File: config.mk
export PLATFORM = sky130hd
export DESIGN_NAME = sort_and_threshold_filter
export DESIGN_NICKNAME = d
export VERILOG_FILES = /design/src/sv/stf_pkg.sv /design/src/sv/stf_cell.sv /design/src/sv/sort_and_threshold_filter.sv
export VERILOG_INCLUDE_DIRS = /design/src /design/src/sv
export SDC_FILE = /design/constraint.sdc
export NUM_CORES = 1
export LEC_CHECK = 0
export BUFFER_PORTS_ARGS = -buffer_cell sky130_fd_sc_hd__buf_2
export CAP_MARGIN = 15
export CORE_MARGIN = 8
export CORE_UTILIZATION = 37
export CTS_CLUSTER_DIAMETER = 30
export CTS_CLUSTER_SIZE = 24
export DETAILED_ROUTE_END_ITERATION = 8
export PLACE_DENSITY = 0.5
export SLEW_MARGIN = 10
export SYNTH_ARGS = -nofsm -noshare
export SYNTH_HDL_FRONTEND = slang
export SYNTH_SLANG_ARGS = --single-unit
File: constraint.sdc
create_clock -name clk -period 3.6 [get_ports clk]
set_input_delay 0.36 -clock clk [delete_from_list [all_inputs] [get_ports clk]]
set_output_delay 0.36 -clock clk [all_outputs]
set_load 0.01 [all_outputs]
File: src/sv/assert_macros.svh
// Assertion macros for the sort and threshold filter.
`ifndef ASSERT_MACROS_SVH
`define ASSERT_MACROS_SVH
`ifndef SYNTHESIS
`define STF_ASSERT(lbl, cond, msg) \
	lbl: assert property (@(posedge clk) disable iff (!arst_n) (cond)) else $error(msg);
`define STF_ASSERT_IMP(lbl, ante, cons, msg) \
	lbl: assert property (@(posedge clk) disable iff (!arst_n) (ante) |-> (cons)) \
		else $error(msg);
`else
`define STF_ASSERT(lbl, cond, msg)
`define STF_ASSERT_IMP(lbl, ante, cons, msg)
`endif
`endif

File: src/sv/stf_pkg.sv
// Package with the types and constants of the sort and threshold filter.
`default_nettype none
package stf_pkg;
	localparam int MAX_RECORDS = 16;
	localparam int SCORE_W = 10;
	localparam int TAG_W = 8;
	localparam int COUNT_W = $clog2(MAX_RECORDS + 1);
	localparam logic [SCORE_W-1:0] THRESHOLD_RESET = SCORE_W'(500);

	typedef struct packed {
		logic               valid;
		logic [SCORE_W-1:0] score;
		logic [TAG_W-1:0]   tag;
	} entry_t;

	typedef struct packed {
		logic               ins;
		logic               shl;
		logic [SCORE_W-1:0] new_score;
		logic [TAG_W-1:0]   new_tag;
	} cell_ctrl_t;

	typedef enum logic {
		ST_LOAD,
		ST_DRAIN
	} state_t;
endpackage
`default_nettype wire

File: src/sv/stf_cell.sv
// One cell of the insertion-sorting chain, holding a single record.
`default_nettype none
module stf_cell
	import stf_pkg::*;
(
	input  wire logic       clk,
	input  wire logic       arst_n,
	input  wire cell_ctrl_t ctrl,
	input  wire logic       prev_keep,
	input  wire entry_t     prev_entry,
	input  wire entry_t     next_entry,
	output logic            keep,
	output entry_t          entry
);
	entry_t entry_q;

	assign keep  = entry_q.valid && (entry_q.score <= ctrl.new_score);
	assign entry = entry_q;

	always_ff @(posedge clk or negedge arst_n) begin
		if (!arst_n) begin
			entry_q <= '0;
		end else if (ctrl.shl) begin
			entry_q <= next_entry;
		end else if (ctrl.ins && !keep) begin
			if (prev_keep) begin
				entry_q <= '{valid: 1'b1, score: ctrl.new_score, tag: ctrl.new_tag};
			end else begin
				entry_q <= prev_entry;
			end
		end
	end
endmodule
`default_nettype wire

File: src/sv/sort_and_threshold_filter.sv
// Top level of the sort and threshold filter with its cell chain and output stage.
// Usage:
// Records enter on the input channel (in_valid, in_stall) one per cycle while
// the block is loading. Each record is inserted into a chain of MAX_RECORDS
// cells that keeps the batch sorted by ascending score, ties in arrival order.
// Records beyond capacity are dropped and the batch is marked as overflowed.
// The transfer of a record with last_record set ends the batch; in_stall is
// then high while the chain drains. The chain drains from its head, record by
// record, with records below keep_threshold skipped silently. Each kept record
// is one result on the output channel; if none is kept a single result with
// none_kept set is given. last_out marks the final result. A stall on the
// output holds the output register and pauses the drain. The next batch may
// load while the final result still waits. After reset the chain is empty, the
// block is loading and keep_threshold is 500. keep_threshold is written through
// cfg_we and cfg_wdata; the user must write it only while idle, since the block
// itself does not enforce this.
`default_nettype none
`include "assert_macros.svh"
module sort_and_threshold_filter
	import stf_pkg::*;
(
	input  wire logic               clk,
	input  wire logic               arst_n,
	input  wire logic               cfg_we,
	input  wire logic [SCORE_W-1:0] cfg_wdata,
	input  wire logic               in_valid,
	output logic                    in_stall,
	input  wire logic [SCORE_W-1:0] score,
	input  wire logic [TAG_W-1:0]   record_tag,
	input  wire logic               last_record,
	output logic                    out_valid,
	input  wire logic               out_stall,
	output logic [SCORE_W-1:0]      out_score,
	output logic [TAG_W-1:0]        out_tag,
	output logic                    none_kept,
	output logic                    overflowed,
	output logic                    last_out
);
	state_t             state_q, state_d;
	logic [SCORE_W-1:0] threshold_q;
	logic [COUNT_W-1:0] count_q;
	logic               ovf_q;
	logic               out_valid_q;
	logic [SCORE_W-1:0] out_score_q;
	logic [TAG_W-1:0]   out_tag_q;
	logic               none_kept_q;
	logic               ovf_out_q;
	logic               last_out_q;

	cell_ctrl_t ctrl;
	entry_t     cells [MAX_RECORDS];
	logic       keeps [MAX_RECORDS];

	logic in_fire, room, drain_go, head_last, emit, emit_none, emit_last, batch_done;

	assign in_fire  = in_valid && !in_stall;
	assign room     = count_q < COUNT_W'(MAX_RECORDS);
	assign drain_go = (state_q == ST_DRAIN) && (!out_valid_q || !out_stall);
	assign head_last = !cells[1].valid;

	assign ctrl.ins       = in_fire && room;
	assign ctrl.shl       = drain_go && cells[0].valid;
	assign ctrl.new_score = score;
	assign ctrl.new_tag   = record_tag;

	for (genvar i = 0; i < MAX_RECORDS; i++) begin : g_cell
		entry_t prev_e, next_e;
		logic   prev_k;
		if (i == 0) begin : g_first
			assign prev_e = '0;
			assign prev_k = 1'b1;
		end else begin : g_mid
			assign prev_e = cells[i-1];
			assign prev_k = keeps[i-1];
		end
		if (i == MAX_RECORDS - 1) begin : g_end
			assign next_e = '0;
		end else begin : g_inner
			assign next_e = cells[i+1];
		end
		stf_cell u_cell (
			.clk        (clk),
			.arst_n     (arst_n),
			.ctrl       (ctrl),
			.prev_keep  (prev_k),
			.prev_entry (prev_e),
			.next_entry (next_e),
			.keep       (keeps[i]),
			.entry      (cells[i])
		);
	end

	always_comb begin
		state_d    = state_q;
		in_stall   = 1'b1;
		emit       = 1'b0;
		emit_none  = 1'b0;
		emit_last  = 1'b0;
		batch_done = 1'b0;
		unique case (state_q)
			ST_LOAD: begin
				in_stall = 1'b0;
				if (in_valid && last_record) begin
					state_d = ST_DRAIN;
				end
			end
			ST_DRAIN: begin
				if (drain_go) begin
					if (!cells[0].valid) begin
						emit       = 1'b1;
						emit_none  = 1'b1;
						emit_last  = 1'b1;
						batch_done = 1'b1;
					end else if (cells[0].score >= threshold_q) begin
						emit       = 1'b1;
						emit_last  = head_last;
						batch_done = head_last;
					end else if (head_last) begin
						emit       = 1'b1;
						emit_none  = 1'b1;
						emit_last  = 1'b1;
						batch_done = 1'b1;
					end
				end
				if (batch_done) begin
					state_d = ST_LOAD;
				end
			end
			default: state_d = ST_LOAD;
		endcase
	end

	always_ff @(posedge clk or negedge arst_n) begin
		if (!arst_n) begin
			state_q <= ST_LOAD;
		end else begin
			state_q <= state_d;
		end
	end

	always_ff @(posedge clk or negedge arst_n) begin
		if (!arst_n) begin
			threshold_q <= THRESHOLD_RESET;
		end else if (cfg_we) begin
			threshold_q <= cfg_wdata;
		end
	end

	always_ff @(posedge clk or negedge arst_n) begin
		if (!arst_n) begin
			count_q <= '0;
			ovf_q   <= 1'b0;
		end else if (batch_done) begin
			count_q <= '0;
			ovf_q   <= 1'b0;
		end else if (in_fire) begin
			if (room) begin
				count_q <= count_q + COUNT_W'(1);
			end else begin
				ovf_q <= 1'b1;
			end
		end
	end

	always_ff @(posedge clk or negedge arst_n) begin
		if (!arst_n) begin
			out_valid_q <= 1'b0;
		end else if (emit) begin
			out_valid_q <= 1'b1;
		end else if (!out_stall) begin
			out_valid_q <= 1'b0;
		end
	end

	always_ff @(posedge clk) begin
		if (emit) begin
			out_score_q <= emit_none ? '0 : cells[0].score;
			out_tag_q   <= emit_none ? '0 : cells[0].tag;
			none_kept_q <= emit_none;
			ovf_out_q   <= ovf_q;
			last_out_q  <= emit_last;
		end
	end

	assign out_valid  = out_valid_q;
	assign out_score  = out_score_q;
	assign out_tag    = out_tag_q;
	assign none_kept  = none_kept_q;
	assign overflowed = ovf_out_q;
	assign last_out   = last_out_q;

	`STF_ASSERT(a_count_bound, count_q <= COUNT_W'(MAX_RECORDS), "record count beyond capacity")
	`STF_ASSERT_IMP(a_none_is_last, out_valid && none_kept, last_out, "empty result not final")
	`STF_ASSERT_IMP(a_head_sorted, cells[1].valid,
		cells[0].valid && (cells[0].score <= cells[1].score), "cell chain out of order")
	`STF_ASSERT_IMP(a_no_load_in_drain, state_q == ST_DRAIN, !ctrl.ins,
		"insertion while draining")
endmodule
`default_nettype wire

==> Yosys cells after proc, flatten, opt, wreduce, memory -nomap -nowiden <==
Cells that the tools add are included.
{ "totals": {"output_inout_bits": 23, "word_cells": 230, "reg_bits": 343, "in_bits": 34} }
{ "classes": {"n_lt_le_gt_ge": 18, "n_addsub": 1, "muxes": 73, "n_eq_ne": 2, "bitwise": 1, "n_reduce_logical": 77} }
{ "ops": {"columns": ["op", "n"], "rows": [
  ["$mux 19", 47],
  ["$le 10x10->1", 16],
  ["$logic_and 1x1->1", 37],
  ["$reduce_bool 2->1", 18],
  ["$mux 1", 22],
  ["$logic_not 1->1", 19],
  ["$mux 5", 3],
  ["$ge 10x10->1", 1],
  ["$add 5x1->5 const B", 1],
  ["$lt 5x5->1 const B", 1],
  ["$ne 2x1->1 const B", 2],
  ["$reduce_and 2->1", 2],
  ["$pmux 1 s2", 1],
  ["$logic_or 1x1->1", 1],
  ["$not 1->1", 1]
]} }

==> Depth between registers and ports, before layout <==
{ "logic_depth": {"word_depth": 8, "mapped_depth": 12, "depth_no_buf": 8} }

==> By module <==
Synthesis repeated with hierarchy kept, for this count alone.
{ "hier_totals": {"hier_cells": 2931, "hier_area_um2": 27348.7} }
{ "modules_own_cells": {"columns": ["module", "area_each_um2", "n_inst", "seq_area_each_um2", "cells_each"], "rows": [
  ["stf_cell at g_cell[0].u_cell ...", 1577.8, 11, 475.5, 171],
  ["stf_cell at g_cell[5].u_cell ...", 1595.3, 5, 475.5, 171],
  ["sort_and_threshold_filter", 2016.9, 1, 1088.5, 195]
]} }

==> Least setup slack after synthesis <==
Ideal clock, no wire load.
{ "synth_path": {"path_type": "input -> register", "from": "input score[5]", "to": "register g_cell[2].u_cell.entry_q (netlist bit g_cell[2].u_cell.entry[0])", "path_slack_ns": 0.709, "cell_stages": 9, "required_ns": 3.475, "arrival_time_ns": 2.767, "n_path_buf": 1, "cell_sequence": "inv_1 -> ha_1 -> nand4_1 -> a211oi_1 -> a211oi_1 -> nor3_2 -> buf_2 -> mux2_2 -> mux2_2"} }
{ "synth_via": {"elab_chain_len": 5, "word_cells_on_any_way": 10, "classes_between": "2 x order compare; 3 x mux; 5 x reduce/logical"} }
{ "synth_rtl": {"columns": ["item", "line_no", "text"], "rows": [
  ["start: declaration", "sort_and_threshold_filter.sv:28", "input wire logic [SCORE_W-1:0] score,"],
  ["$le 10x10->1", "stf_cell.sv:17", "assign keep = entry_q.valid && (entry_q.score <= ctrl.new_score);"],
  ["$logic_and 1x1->1", "stf_cell.sv:17", null],
  ["$mux 19 or $logic_not 1->1 (tied branches)", "stf_cell.sv:26, stf_cell.sv:25", null],
  ["$mux 19 or $logic_and 1x1->1 (tied branches)", "stf_cell.sv:25", "end else if (ctrl.ins && !keep) begin"],
  ["$mux 19 or $reduce_bool 2->1 (tied branches)", null, null],
  ["end signal: assignment", "stf_cell.sv:24", "entry_q <= next_entry;"],
  ["end signal: assignment", "stf_cell.sv:27", "entry_q <= '{valid: 1'b1, score: ctrl.new_score, tag: ctrl.new_tag};"],
  ["end signal: assignment", "stf_cell.sv:29", "entry_q <= prev_entry;"],
  ["end: declaration", "stf_cell.sv:15", "entry_t entry_q;"]
]} }
Several ways; a longest one is shown, not always the timed one. The select of a mux whose other input is x is not followed.
A chain may end at the register's enable or synchronous reset.

==> Worst setup path after layout <==
{ "layout_path": {"from": "register g_cell[9].u_cell.entry_q (netlist bit g_cell[9].u_cell.entry[13])", "to": "register g_cell[10].u_cell.entry_q (netlist bit g_cell[10].u_cell.entry[10])"} }
{ "layout_via": {"elab_chain_len": 5} }
{ "layout_rtl": {"columns": ["item", "line_no", "text"], "rows": [
  ["start: declaration", "stf_cell.sv:15", null],
  ["start signal: assignment", "stf_cell.sv:24", null],
  ["start signal: assignment", "stf_cell.sv:27", null],
  ["start signal: assignment", "stf_cell.sv:29", null],
  ["$le 10x10->1", "stf_cell.sv:17", null],
  ["$logic_and 1x1->1", "stf_cell.sv:17", null],
  ["$mux 19", "stf_cell.sv:26", "if (prev_keep) begin"],
  ["$mux 19", "stf_cell.sv:25", null],
  ["$mux 19", "stf_cell.sv:23", "end else if (ctrl.shl) begin"],
  ["end signal: assignment", "stf_cell.sv:24", null],
  ["end signal: assignment", "stf_cell.sv:27", null],
  ["end signal: assignment", "stf_cell.sv:29", null],
  ["end: declaration", "stf_cell.sv:15", null]
]} }
Every way passes these cells. The select of a mux whose other input is x is not followed.

==> metrics.md <==
| Metric | Value |
|---|---|
| Status | `finished, final reports clean` |
| Final nets | `2,664` |
| R2R Path Start | `g_cell[9].u_cell.entry[13]` |
| Peak Freq | `333 MHz` |
| Tot Pwr | `31,400 µW` |
| CTS tree | `done` |
| Worst-path fanout max | `18` |
| Core area | `58,800 µm²` |
| Distinct cells, synth | `68` |
| Tightest Hold Check Type | `in -> reg` |
| Synth warn | `0` |
| Worst Min Path Start | `cfg_we` |
| Largest net degree at the start of global routing | `94` |
| Total grt overflow | `0` |
| Global-route wire length before repair | `112,000 µm` |
| WS Path Type | `reg -> reg` |
| CP Capture Type | `flop` |
| Synth async-reset ratio | `93.9%` |
| Clk_lat worst skew | `0.62 ns` |
| Vias per Instance | `5.72` |
| Max-slew violations | `0` |
| Std-Cell Rows | `89` |
| Sink Count | `343` |
| Clk pin slew, worst setup/hold paths | `0.04 ns` |
| Remaining DRCs | `0` |
| Vias in the first global route | `19,694` |
| Tcrit/Tclk final | `83.5%` |
| Power density over the cells | `1170 nW/µm²` |
| Max Cap Viol | `0` |
| DRT Wirelength | `70,200 µm` |
| RSZ-0062 raised after global routing | `no` |
| Avg Cell Area, Syn | `9.26 µm²` |
| Critical Path AT | `3.51 ns` |
| Iteration-0 DRC Markers | `1,308` |
| Measured slew at the worst slew-check pin | `1.18 ns` |
| Worst slew margin | `21.2%` |
| Area grow syn2layout | `22.6%` |
| Post-synth top area cell | `dfrtp_1` |
| Htree depth | `3` |
| Final instance area | `26,900 µm²` |
| Hold EP | `threshold_q[8]` |
| Top-area cell type share of the netlist area | `36.0%` |
| Starting density of the core | `37.3%` |
| Post-route setup slack | `0.594 ns` |
| Seq cells post-synth | `343` |
| Root buf cell | `clkbuf_16` |
| Peak supply drop | `0.592 mV` |
| Number of endpoints failing setup at the final stage | `0` |
| Hold Slack | `0.116 ns` |
| RR Endpoint | `g_cell[10].u_cell.entry[10]` |
| Leakage dissipation | `0.0122 µW` |
| # hold bufs at CTS | `13` |
| Top post-synthesis cells by count | `dfrtp_1, nand2_1, mux2i_1, o21ai_0, ha_1` |
| Die area | `67,400 µm²` |
| Resize count post-CTS | `0` |
| Placed inst area | `23,300 µm²` |
| Top FF cell, synth | `dfrtp_1` |
| Via count | `18,954` |
| Mapped Cells | `2,371` |
| Setup TNS | `0 ns` |
| Post-DP HPWL | `49,500 µm` |
| Syn nets | `2,576` |
| Post-CTS Setup Inserts | `0` |
| Die height | `260 µm` |
| Die W | `260 µm` |
| Number of flops mapped to enable cells by yosys | `21` |
| Port bufs | `56` |
| Worst path required time | `4.11 ns` |
| Worst R2R Setup Slack | `0.59 ns` |
| Final GP Congestion | `0.833` |
| Reg2reg path depth | `7` |
| Multi-input combinational cell area | `12,000 µm²` |
| Hold Crit Depth | `3` |
| Clock buffer depth | `3` |
| Most frequent cell after synthesis | `dfrtp_1` |
| Aggregate global-route resource usage | `20.7%` |
| Routed len/inst | `21.2 µm` |
| Fillers | `5,572` |
| Final min period | `3.01 ns` |
| Hold Vio Cnt, Final | `0` |
| IO Count | `57` |
| Critical path launch point type | `flop` |
| Initial antenna violation count | `1` |
| Place WS | `0.148 ns` |
| Clk_skew | `0.0177 ns` |
| Initial DRT Pass Iterations | `5` |
| Synthesized area | `22,000 µm²` |
| Seq/Total Area, Yosys | `39.6%` |
| Area contributors post-synth | `dfrtp_1, mux2i_1, ha_1, nand2_1, o21ai_0` |
| Cts bufs inserted | `100` |
| Register Area | `8700 µm²` |
| Layout cell share with drive strength beyond 1 | `15.0%` |
| Post-DRT Antenna Nets | `0` |
-- per-layer routing --
metal | routed length (µm) | up-vias | global-route usage [%]
met3 | 3740 | 173 | 4.34
li1 | - | 8993 | -
met4 | 2740 | 0 | 8.56
met2 | 33100 | 523 | 34.1
met1 | 30600 | 9265 | 26.1
met5 | 0 | - | 0
-- registers in the layout, indices dropped and copies added (netlist names) --
register             flops
out_tag                  8
state_q                  1
ovf_q                    1
count_q                  5
out_score               10
g_cell.u_cell.entry    304
overflowed               1
last_out                 1
out_valid                1
none_kept                1
threshold_q             10
-- kinds of logic after synthesis --
| logic type | share of synthesized area (%) |
|---|---|
| mux | 11.9 |
| flops | 39.6 |
| buf+inv | 6.00 |
| compound gates | 20.6 |
| fa+ha+maj | 9.75 |
| simple gates | 12.0 |
| xor+xnor | 0.120 |
-- layout by cell type, fill, tap and decap left out, types with 11 or more instances in the layout --
| cell type | synthesis | final |
|---|---|---|
| a211oi_1 | 25 | 25 |
| a21o_1 | 11 | 11 |
| a21oi_1 | 155 | 154 |
| a221oi_1 | 55 | 55 |
| a22oi_1 | 18 | 18 |
| and2_1 | 23 | 23 |
| and3_1 | 18 | 17 |
| buf_12 | 1 | 11 |
| buf_2 | 37 | 55 |
| buf_4 | 0 | 80 |
| bufinv_16 | 0 | 12 |
| clkbuf_1 | 124 | 18 |
| clkbuf_16 | 0 | 101 |
| clkbuf_8 | 0 | 24 |
| clkinv_2 | 0 | 18 |
| dfrtp_1 | 316 | 316 |
| dlygate4sd3_1 | 0 | 13 |
| edfxtp_1 | 21 | 21 |
| ha_1 | 171 | 171 |
| inv_1 | 152 | 152 |
| mux2_2 | 36 | 36 |
| mux2i_1 | 221 | 221 |
| nand2_1 | 255 | 254 |
| nand2b_1 | 20 | 20 |
| nand3_1 | 98 | 98 |
| nand4_1 | 33 | 33 |
| nor2_1 | 73 | 72 |
| nor3_1 | 27 | 26 |
| o211ai_1 | 59 | 59 |
| o21ai_0 | 182 | 179 |
| o221ai_1 | 56 | 56 |
| o22ai_1 | 75 | 75 |
-- how the worst max path moves through the flow --
stage / endpoint / cells past startpoint / slack [ns] / from
finish: g_cell[10].u_cell.entry[10] / 7 / 0.59 / g_cell[9].u_cell.entry[13]
global route: g_cell[10].u_cell.entry[15] / 7 / 0.32 / g_cell[9].u_cell.entry[13]
CTS: g_cell[10].u_cell.entry[10] / 7 / 0.59 / g_cell[9].u_cell.entry[13]
detailed placement: g_cell[9].u_cell.entry[13] / 9 / 0.15 / score[8]
global placement: g_cell[14].u_cell.entry[12] / 12 / 0.17 / score[8]
floorplan: g_cell[2].u_cell.entry[0] / 9 / 0.71 / score[5]
-- per-stage QoR --
| stage | std cells | util (%) |
|---|---|---|
| 6_report | 3315 | 45.8 |
| 5_1_grt | 3315 | 45.8 |
| 4_1_cts | 3314 | 45.8 |
| 3_5_place_dp | 3117 | 39.7 |
| 3_3_place_gp | 3117 | 39.7 |
| 2_1_floorplan | 2371 | - |
-- power by group --
group	total (µW)	internal, µW	switching (µW)	leakage (µW)
Combinational	14300	5960	8330	0.00647
Sequential	8170	6020	2150	0.00407
Clock	8930	6390	2540	0.00169
-- worst max-delay path, stage by stage (launching register included) --
cell	delay, ns
dfrtp_1	0.41
ha_1	0.33
nand4_1	0.23
a211oi_1	0.28
a211o_1	0.19
o31a_1	0.94
mux2i_1	0.20
a221oi_1	0.30
-- final cells by class --
cell class	instances	share of cell area, %
clock buffers	143	10.9
diodes	1	0.00930
clock inverters	41	1.93
repair buffers	160	4.61
well taps	773	3.59
multi-input cells	1701	44.5
inverters	153	2.13
flip-flops and latches	343	32.3
No activity file was read; power rests on OpenSTA's default activity.
